## config.mk

```make
export PLATFORM = sky130hd
export DESIGN_NAME = mjd_to_calendar_date
export DESIGN_NICKNAME = d
export VERILOG_FILES = /design/src/hw/rtl/mjdc_pkg.sv /design/src/hw/rtl/mjd_to_calendar_date.sv
export VERILOG_INCLUDE_DIRS = /design/src /design/src/hw/rtl
export SDC_FILE = /design/constraint.sdc
export NUM_CORES = 1
export LEC_CHECK = 0
export ABC_AREA = 1
export BUFFER_PORTS_ARGS = -buffer_cell sky130_fd_sc_hd__buf_2
export CELL_PAD_IN_SITES_DETAIL_PLACEMENT = 2
export CELL_PAD_IN_SITES_GLOBAL_PLACEMENT = 2
export CORE_MARGIN = 4
export CORE_UTILIZATION = 43
export CTS_BUF_LIST = sky130_fd_sc_hd__clkbuf_4
export DETAILED_ROUTE_END_ITERATION = 16
export PLACE_DENSITY_LB_ADDON = 0.25
export SLEW_MARGIN = 10
export SYNTH_ARGS = -nofsm -noshare
export SYNTH_HDL_FRONTEND = slang
export SYNTH_SLANG_ARGS = --single-unit
```

## constraint.sdc

```tcl
create_clock -name clk_i -period 6.5 [get_ports clk_i]
set_input_delay 0.325 -clock clk_i [delete_from_list [all_inputs] [get_ports clk_i]]
set_output_delay 0.325 -clock clk_i [all_outputs]
set_load 0.1 [all_outputs]
```

## src/hw/rtl/assert_macros.svh

```systemverilog
// Assertion helpers shared by the RTL.
`ifndef ASSERT_MACROS_SVH
`define ASSERT_MACROS_SVH

// Check a property on every rising edge, muted while reset is held.
`define ASSERT_CLK(lbl, clk, rst_n, prop, msg) \
  lbl: assert property (@(posedge clk) disable iff (!rst_n) (prop)) else $error(msg);

// Check that a condition never holds, muted while reset is held.
`define ASSERT_NEVER(lbl, clk, rst_n, cond, msg) \
  lbl: assert property (@(posedge clk) disable iff (!rst_n) !(cond)) else $error(msg);

`endif

```

## src/hw/rtl/mjdc_pkg.sv

```systemverilog
`timescale 1ns / 1ps
`default_nettype none

package mjdc_pkg;

  localparam int MJD_W   = 16;
  localparam int N_W     = 20;  // 20*mjd - 301564 for valid dates
  localparam int YR_W    = 8;   // years since 1900, before the March carry
  localparam int X_W     = 9;   // day count from the March-based year start
  localparam int NUM_W   = 23;  // 10000*X - 1000
  localparam int M_W     = 4;
  localparam int YEAR_W  = 11;
  localparam int DAY_W   = 5;

  localparam logic [MJD_W-1:0] MJD_MIN_VALID = 16'd15079;

  // floor(n/7305) = (n * Y_RECIP) >> Y_SHIFT, exact for n below 2^20
  localparam int            Y_RECIP_W = 21;
  localparam logic [20:0]   Y_RECIP   = 21'd1175898;
  localparam int            Y_SHIFT   = 33;

  // floor(n/306001) = (n * M_RECIP) >> M_SHIFT, exact for n below 7360000,
  // which covers the largest numerator a valid date gives (10000*488 - 1000)
  localparam int            M_RECIP_W = 22;
  localparam logic [21:0]   M_RECIP   = 22'd3593164;
  localparam int            M_SHIFT   = 40;

  localparam logic [M_W-1:0] M_JAN = 4'd14;
  localparam logic [M_W-1:0] M_FEB = 4'd15;

  // floor(30.6001 * m) for the month codes the formula produces
  function automatic logic [X_W-1:0] month_base(input logic [M_W-1:0] m);
    logic [X_W-1:0] b;
    case (m)
      4'd4:    b = 9'd122;
      4'd5:    b = 9'd153;
      4'd6:    b = 9'd183;
      4'd7:    b = 9'd214;
      4'd8:    b = 9'd244;
      4'd9:    b = 9'd275;
      4'd10:   b = 9'd306;
      4'd11:   b = 9'd336;
      4'd12:   b = 9'd367;
      4'd13:   b = 9'd397;
      4'd14:   b = 9'd428;
      4'd15:   b = 9'd459;
      default: b = 9'd0;
    endcase
    return b;
  endfunction

endpackage

`default_nettype wire

```

## src/hw/rtl/mjd_to_calendar_date.sv

```systemverilog
// Channel   Dir  Handshake                       Payload (lowest bit first)
// s_axis    in   s_axis_tvalid / s_axis_tready   tdata[15:0] mjd
// m_axis    out  m_axis_tvalid / m_axis_tready   tdata: year, month, day, date_valid
//
// Six register stages; one date enters per cycle unless m_axis stalls and
// all six are full. Depth is set by the two reciprocal multiplies (divide
// by 7305 and 306001), each with its own stage, plus the year-day multiply.
// Reset clears only the stage valid bits; payload registers are not reset.
// Each stage holds while the one after it is full and stalled, so a stall
// on m_axis backs up stage by stage and s_axis_tready drops only once all
// six stages are full.
`timescale 1ns / 1ps
`default_nettype none
`include "assert_macros.svh"

module mjd_to_calendar_date (
  input  wire logic        clk_i,
  input  wire logic        rst_ni,
  input  wire logic        s_axis_tvalid,
  output      logic        s_axis_tready,
  input  wire logic [15:0] s_axis_tdata,   // [15:0] mjd
  output      logic        m_axis_tvalid,
  input  wire logic        m_axis_tready,
  output      logic [23:0] m_axis_tdata    // [10:0] year, [14:11] month,
                                           // [19:15] day, [20] date_valid, rest 0
);

  // stage valid bits and per-stage advance enables
  logic v1_q, v2_q, v3_q, v4_q, v5_q, v6_q;
  logic en1, en2, en3, en4, en5, en6;

  // stage 1: range check and numerator for the year quotient
  logic [mjdc_pkg::MJD_W-1:0]  mjd1_q;
  logic                        ok1_q;
  logic [mjdc_pkg::N_W-1:0]    n1_q;
  // stage 2: years since 1900 (March based)
  logic [mjdc_pkg::MJD_W-1:0]  mjd2_q;
  logic                        ok2_q;
  logic [mjdc_pkg::YR_W-1:0]   y2_q;
  // stage 3: day of the March-based year
  logic                        ok3_q;
  logic [mjdc_pkg::YR_W-1:0]   y3_q;
  logic [mjdc_pkg::X_W-1:0]    x3_q;
  // stage 4: numerator for the month quotient
  logic                        ok4_q;
  logic [mjdc_pkg::YR_W-1:0]   y4_q;
  logic [mjdc_pkg::X_W-1:0]    x4_q;
  logic [mjdc_pkg::NUM_W-1:0]  num4_q;
  // stage 5: month code 4..15
  logic                        ok5_q;
  logic [mjdc_pkg::YR_W-1:0]   y5_q;
  logic [mjdc_pkg::X_W-1:0]    x5_q;
  logic [mjdc_pkg::M_W-1:0]    m5_q;
  // stage 6: output register
  logic [mjdc_pkg::YEAR_W-1:0] year6_q;
  logic [mjdc_pkg::M_W-1:0]    month6_q;
  logic [mjdc_pkg::DAY_W-1:0]  day6_q;
  logic                        dv6_q;

  // next values
  logic [mjdc_pkg::N_W:0]      n_full;
  logic [mjdc_pkg::N_W-1:0]    n1_d;
  logic [mjdc_pkg::N_W+mjdc_pkg::Y_RECIP_W-1:0] prod_y;
  logic [mjdc_pkg::YR_W-1:0]   y2_d;
  logic [18:0]                 yd_full;
  logic [16:0]                 x_full;
  logic [mjdc_pkg::X_W-1:0]    x3_d;
  logic [mjdc_pkg::NUM_W-1:0]  num4_d;
  logic [mjdc_pkg::NUM_W+mjdc_pkg::M_RECIP_W-1:0] prod_m;
  logic [mjdc_pkg::M_W-1:0]    m5_d;
  logic                        carry;
  logic [mjdc_pkg::X_W-1:0]    day_full;
  logic [mjdc_pkg::YEAR_W-1:0] year6_d;
  logic [mjdc_pkg::M_W-1:0]    month6_d;
  logic [mjdc_pkg::DAY_W-1:0]  day6_d;

  // a stage advances when it is empty or its successor advances
  assign en6 = !v6_q || m_axis_tready;
  assign en5 = !v5_q || en6;
  assign en4 = !v4_q || en5;
  assign en3 = !v3_q || en4;
  assign en2 = !v2_q || en3;
  assign en1 = !v1_q || en2;
  assign s_axis_tready = en1;

  always_comb begin
    // 20*mjd - 301564, wraps for early dates which are masked at the end
    n_full = (21'(s_axis_tdata) * 21'd20) - 21'd301564;
    n1_d   = n_full[mjdc_pkg::N_W-1:0];

    prod_y = (mjdc_pkg::N_W + mjdc_pkg::Y_RECIP_W)'(n1_q)
           * (mjdc_pkg::N_W + mjdc_pkg::Y_RECIP_W)'(mjdc_pkg::Y_RECIP);
    y2_d   = prod_y[mjdc_pkg::Y_SHIFT +: mjdc_pkg::YR_W];

    // floor(1461*y/4) is the day count of the whole years
    yd_full = 19'(y2_q) * 19'd1461;
    x_full  = 17'(mjd2_q) - 17'd14956 - yd_full[18:2];
    x3_d    = x_full[mjdc_pkg::X_W-1:0];

    num4_d = (23'(x3_q) * 23'd10000) - 23'd1000;

    prod_m = (mjdc_pkg::NUM_W + mjdc_pkg::M_RECIP_W)'(num4_q)
           * (mjdc_pkg::NUM_W + mjdc_pkg::M_RECIP_W)'(mjdc_pkg::M_RECIP);
    m5_d   = prod_m[mjdc_pkg::M_SHIFT +: mjdc_pkg::M_W];

    // January and February belong to the next calendar year
    carry    = (m5_q == mjdc_pkg::M_JAN) || (m5_q == mjdc_pkg::M_FEB);
    day_full = x5_q - mjdc_pkg::month_base(m5_q);
    if (ok5_q) begin
      year6_d  = 11'(y5_q) + 11'(carry) + 11'd1900;
      month6_d = m5_q - 4'd1 - (carry ? 4'd12 : 4'd0);
      day6_d   = day_full[mjdc_pkg::DAY_W-1:0];
    end else begin
      year6_d  = '0;
      month6_d = '0;
      day6_d   = '0;
    end
  end

  // valid bits: the only state reset has to clear
  always_ff @(posedge clk_i or negedge rst_ni) begin
    if (!rst_ni) begin
      v1_q <= 1'b0;
      v2_q <= 1'b0;
      v3_q <= 1'b0;
      v4_q <= 1'b0;
      v5_q <= 1'b0;
      v6_q <= 1'b0;
    end else begin
      if (en1) v1_q <= s_axis_tvalid;
      if (en2) v2_q <= v1_q;
      if (en3) v3_q <= v2_q;
      if (en4) v4_q <= v3_q;
      if (en5) v5_q <= v4_q;
      if (en6) v6_q <= v5_q;
    end
  end

  // payload: load only on a transfer into the stage, hold otherwise
  always_ff @(posedge clk_i) begin
    if (en1 && s_axis_tvalid) begin
      mjd1_q <= s_axis_tdata;
      ok1_q  <= (s_axis_tdata >= mjdc_pkg::MJD_MIN_VALID);
      n1_q   <= n1_d;
    end
    if (en2 && v1_q) begin
      mjd2_q <= mjd1_q;
      ok2_q  <= ok1_q;
      y2_q   <= y2_d;
    end
    if (en3 && v2_q) begin
      ok3_q <= ok2_q;
      y3_q  <= y2_q;
      x3_q  <= x3_d;
    end
    if (en4 && v3_q) begin
      ok4_q  <= ok3_q;
      y4_q   <= y3_q;
      x4_q   <= x3_q;
      num4_q <= num4_d;
    end
    if (en5 && v4_q) begin
      ok5_q <= ok4_q;
      y5_q  <= y4_q;
      x5_q  <= x4_q;
      m5_q  <= m5_d;
    end
    if (en6 && v5_q) begin
      year6_q  <= year6_d;
      month6_q <= month6_d;
      day6_q   <= day6_d;
      dv6_q    <= ok5_q;
    end
  end

  assign m_axis_tvalid = v6_q;
  assign m_axis_tdata  = {3'b000, dv6_q, day6_q, month6_q, year6_q};

  // input stalls only when every stage holds an item
  `ASSERT_CLK(a_full_on_stall, clk_i, rst_ni,
    !s_axis_tready |-> (v1_q && v2_q && v3_q && v4_q && v5_q && v6_q),
    "input stalled with an empty stage")
  // a stalled stage five keeps its month code
  `ASSERT_CLK(a_hold_stage5, clk_i, rst_ni,
    (v5_q && !en5) |=> (v5_q && $stable(m5_q) && $stable(x5_q)),
    "stage five changed while stalled")
  // a valid date always carries a real month and day
  `ASSERT_CLK(a_date_range, clk_i, rst_ni,
    (v6_q && dv6_q) |-> (month6_q >= 4'd1 && month6_q <= 4'd12 && day6_q != 5'd0
                         && year6_q >= 11'd1900 && year6_q <= 11'd2038),
    "valid date out of range")
  // an invalid date shows zero fields
  `ASSERT_NEVER(a_zero_invalid, clk_i, rst_ni,
    v6_q && !dv6_q && (year6_q != '0 || month6_q != '0 || day6_q != '0),
    "invalid date with nonzero fields")

endmodule

`default_nettype wire

```

==> impl_metrics.tcl <==
set metrics [dict create \
    core_area_sq_um 56400 \
    holdPathEnd "n1_q[19]" \
    htree_levels 4 \
    io_pins 46 \
    io_buffer_count 42 \
    die_y_um 246 \
    overflow 0 \
    cts_tree "yes" \
    path_class "reg2reg" \
    firstDrtPassIters 5 \
    synth_warnings 0 \
    fill_cells 6173 \
    drv_slew 0 \
    hp-class "in2reg" \
    r2r_cells 28 \
    dieWidth_um 246 \
    drt_iter0_drc 835 \
    syn_avg_cell_area_sq_um 9.31 \
    start_kind "register" \
    nets 3605 \
    min_from "s_axis_tdata[15]" \
    relSlewSlack_pct 25.7 \
    grt_pass1_vias 22400 \
    clkSinkCount 147 \
    synth_top_family_by_area "adder cells" \
    die-area_sq_um 60700 \
    rows 87 \
    clkLatencyLatePin_ns 0.72 \
    antenna_found_initial 1 \
    cp.arrival_ns 7.02 \
    cap_violations 0 \
    via_count 18600 \
    required_ns 7.14 \
    setup_tns_ns 0 \
    start_util_pct 43.4 \
    reg2reg_from "num4_q[6]" \
    fin_crit_sh_pct 98.1 \
    areaGrowthSynthToFinish_pct 9.96 \
    worst_path_most_repeated_cell "nand2_1" \
    synthSimpleGateAreaFrac_pct 11.5 \
    synth_compound_area_share_pct 4.79 \
    hold_viol_final 0 \
    whs_path_depth 7 \
    synth_fa_ha_area_share_pct 52.0 \
    antenna_left 0 \
    endpoint_kind "register" \
    fin_crit_ns 6.38 \
    synth_cell_type_count 46 \
    grt_max_degree 34 \
    cts_buffers 17 \
    path_clk_slew_ns 0.16 \
    setup_viol 0 \
    ys_seq_area_share_pct 17.7 \
    finalWeightedCongestion 0.890 \
    cts_root_buf "clkbuf_4" \
    synthMuxAreaShare_pct 0 \
    wire_per_inst_um 24.1 \
    skew_ns 0.0512 \
    drc_errors 0 \
    worst_path_max_delay_cell "fa_1" \
    ff2ff_setup_slack_ns 0.12 \
    synth_seq_cells 147 \
    synth_xor_area_share_pct 3.31 \
    grt_usage_pct 27.9 \
    final_layout_size_suffix_gt1_share_pct 8.57 \
    wl_um 85000 \
    crit_fanout 6 \
    clk_path_buf_depth 2 \
    max_stage_delay_ns 0.54 \
    tightest_slew_ns 1.11 \
    netlist_instances 2625 \
    dpl.hpwl_um 70400 \
    viasPerCell 5.25 \
    syn-cell-area_sq_um 24400 \
    status "completed" \
    grt_pass1_wl_um 129000 \
    fmax_mhz 157 \
]
worst max path at each step:
stage	start	to	slack, ns	cells after the start
2_1_floorplan	num4_q[8]	register	0.64	27
3_3_place_gp	num4_q[15]	register	0.18	24
3_5_place_dp	num4_q[9]	register	-0.07	28
4_1_cts	num4_q[10]	register	0.005	28
5_1_grt	num4_q[6]	register	-0.15	28
6_report	num4_q[6]	register	0.12	28
sequential cells by signal, indices dropped and copies added (netlist names), 4 cells and up, named ones only:
name,count
num4_q,19
n1_q,18
year6_q,11
mjd1_q,9
mjd2_q,9
x3_q,9
y2_q,8
y3_q,8
y4_q,8
y5_q,8
day6_q,5
x4_q,5
x5_q,5
m5_q,4
month6_q,4
repair_timing:
action / 4_1_cts / 5_1_grt
endpoints found under the hold margin: 20 / 0
hold buffers: 16 / 0
resized for setup: 2 / 75
setup endpoints to repair: 3 / 6
cloned: 0 / 0
setup buffers: 15 / 14
pin swaps: 0 / 27
cell usage in the layout, fill, tap and decap left out, types with 4 or more instances in the layout:
| cell | Yosys | layout |
|---|---|---|
| a211oi_1 | 5 | 5 |
| a21o_1 | 15 | 15 |
| a21oi_1 | 93 | 88 |
| a21oi_2 | 2 | 7 |
| a31oi_1 | 9 | 9 |
| buf_2 | 0 | 42 |
| buf_4 | 4 | 62 |
| clkbuf_4 | 0 | 19 |
| clkinv_4 | 0 | 5 |
| dfrtp_1 | 6 | 6 |
| dfxtp_1 | 5 | 5 |
| dlygate4sd3_1 | 0 | 16 |
| edfxtp_1 | 136 | 136 |
| fa_1 | 325 | 320 |
| fa_2 | 0 | 5 |
| ha_1 | 496 | 478 |
| ha_4 | 0 | 15 |
| inv_1 | 681 | 673 |
| inv_2 | 4 | 12 |
| nand2_1 | 378 | 364 |
| nand2_2 | 10 | 23 |
| nand3_1 | 79 | 72 |
| nand3_2 | 2 | 9 |
| nand3b_1 | 7 | 7 |
| nand4_1 | 24 | 24 |
| nor2_1 | 136 | 131 |
| nor2_2 | 3 | 7 |
| nor3_1 | 18 | 15 |
| o211ai_1 | 4 | 4 |
| o21ai_0 | 52 | 52 |
| o21bai_1 | 9 | 9 |
| or2_2 | 4 | 4 |
| xnor2_1 | 27 | 27 |
| xor2_1 | 56 | 56 |
cell usage after synthesis, drive strengths merged:
| master | count | area, sq um |
|---|---|---|
| a211oi | 5 | 37.5 |
| a21boi | 3 | 22.5 |
| a21o | 16 | 121 |
| a21oi | 95 | 483 |
| a221oi | 1 | 8.76 |
| a31oi | 9 | 56.3 |
| and2 | 3 | 18.8 |
| buf | 4 | 30.0 |
| clkbuf | 1 | 3.75 |
| clkinv | 1 | 3.75 |
| conb | 1 | 3.75 |
| dfrtp | 6 | 150 |
| dfxtp | 5 | 100 |
| edfxtp | 136 | 4080 |
| fa | 325 | 6510 |
| ha | 496 | 6210 |
| inv | 685 | 2570 |
| nand2 | 389 | 1490 |
| nand3 | 81 | 415 |
| nand3b | 7 | 52.6 |
| nand4 | 24 | 150 |
| nor2 | 139 | 529 |
| nor3 | 18 | 90.1 |
| nor4 | 5 | 31.3 |
| o2111ai | 1 | 8.76 |
| o211ai | 4 | 30.0 |
| o21a | 3 | 22.5 |
| o21ai | 57 | 293 |
| o21bai | 9 | 67.6 |
| o22ai | 2 | 12.5 |
| o31ai | 1 | 7.51 |
| or2 | 5 | 31.3 |
| xnor2 | 29 | 269 |
| xor2 | 59 | 539 |
critical path: cells and delay by family, from the launching register on:
family	cells	cell delay (ns)
fa+ha+maj	8	3.38
simple gates	12	1.13
compound gates	3	0.71
buf+inv	5	0.55
flops	1	0.52
metrics by stage:
stage | utilization, % | std cells | hold slack [ns] | worst slack (ns) | instance area, sq um
floorplan | - | 2627 | 0.0294 | 0.641 | 24500
global placement | 45.8 | 3456 | 0.155 | 0.182 | 25800
detailed placement | 45.8 | 3456 | 0.160 | -0.0711 | 25800
CTS | 46.8 | 3518 | 0.216 | 0.00509 | 26400
global route | 47.7 | 3533 | 0.281 | -0.148 | 26900
finish | 47.7 | 3533 | 0.313 | 0.121 | 26900
kinds of logic (layout without fill, tap and decap cells):
kind of cell | Yosys count | count (layout)
compound gates | 206 | 206
xor+xnor | 88 | 88
fa+ha+maj | 821 | 821
buf+inv | 691 | 840
flops | 147 | 147
other cells | 1 | 4
simple gates | 671 | 671
final cells by class:
type / instances / area (sq um) / share of cell area (%)
diodes: 1 / 2.50 / 0.00931
inverters: 686 / 2570 / 9.58
well taps: 756 / 946 / 3.52
multi-input cells: 1789 / 17900 / 66.5
flip-flops and latches: 147 / 4330 / 16.1
clock buffers: 19 / 143 / 0.531
repair buffers: 123 / 870 / 3.23
clock inverters: 12 / 134 / 0.498
metal layers:
| layer | vias to the layer above | GRT usage, % | wire length (um) |
|---|---|---|---|
| li1 | 8508 | - | - |
| met1 | 9582 | 31.6 | 33200 |
| met2 | 281 | 54.1 | 46100 |
| met3 | 182 | 2.42 | 1640 |
| met4 | 0 | 10.0 | 4040 |
| met5 | - | 0 | 0 |
Power is not shown: default switching activity piles up to over one toggle a cycle in this logic, so the estimate is an artifact.
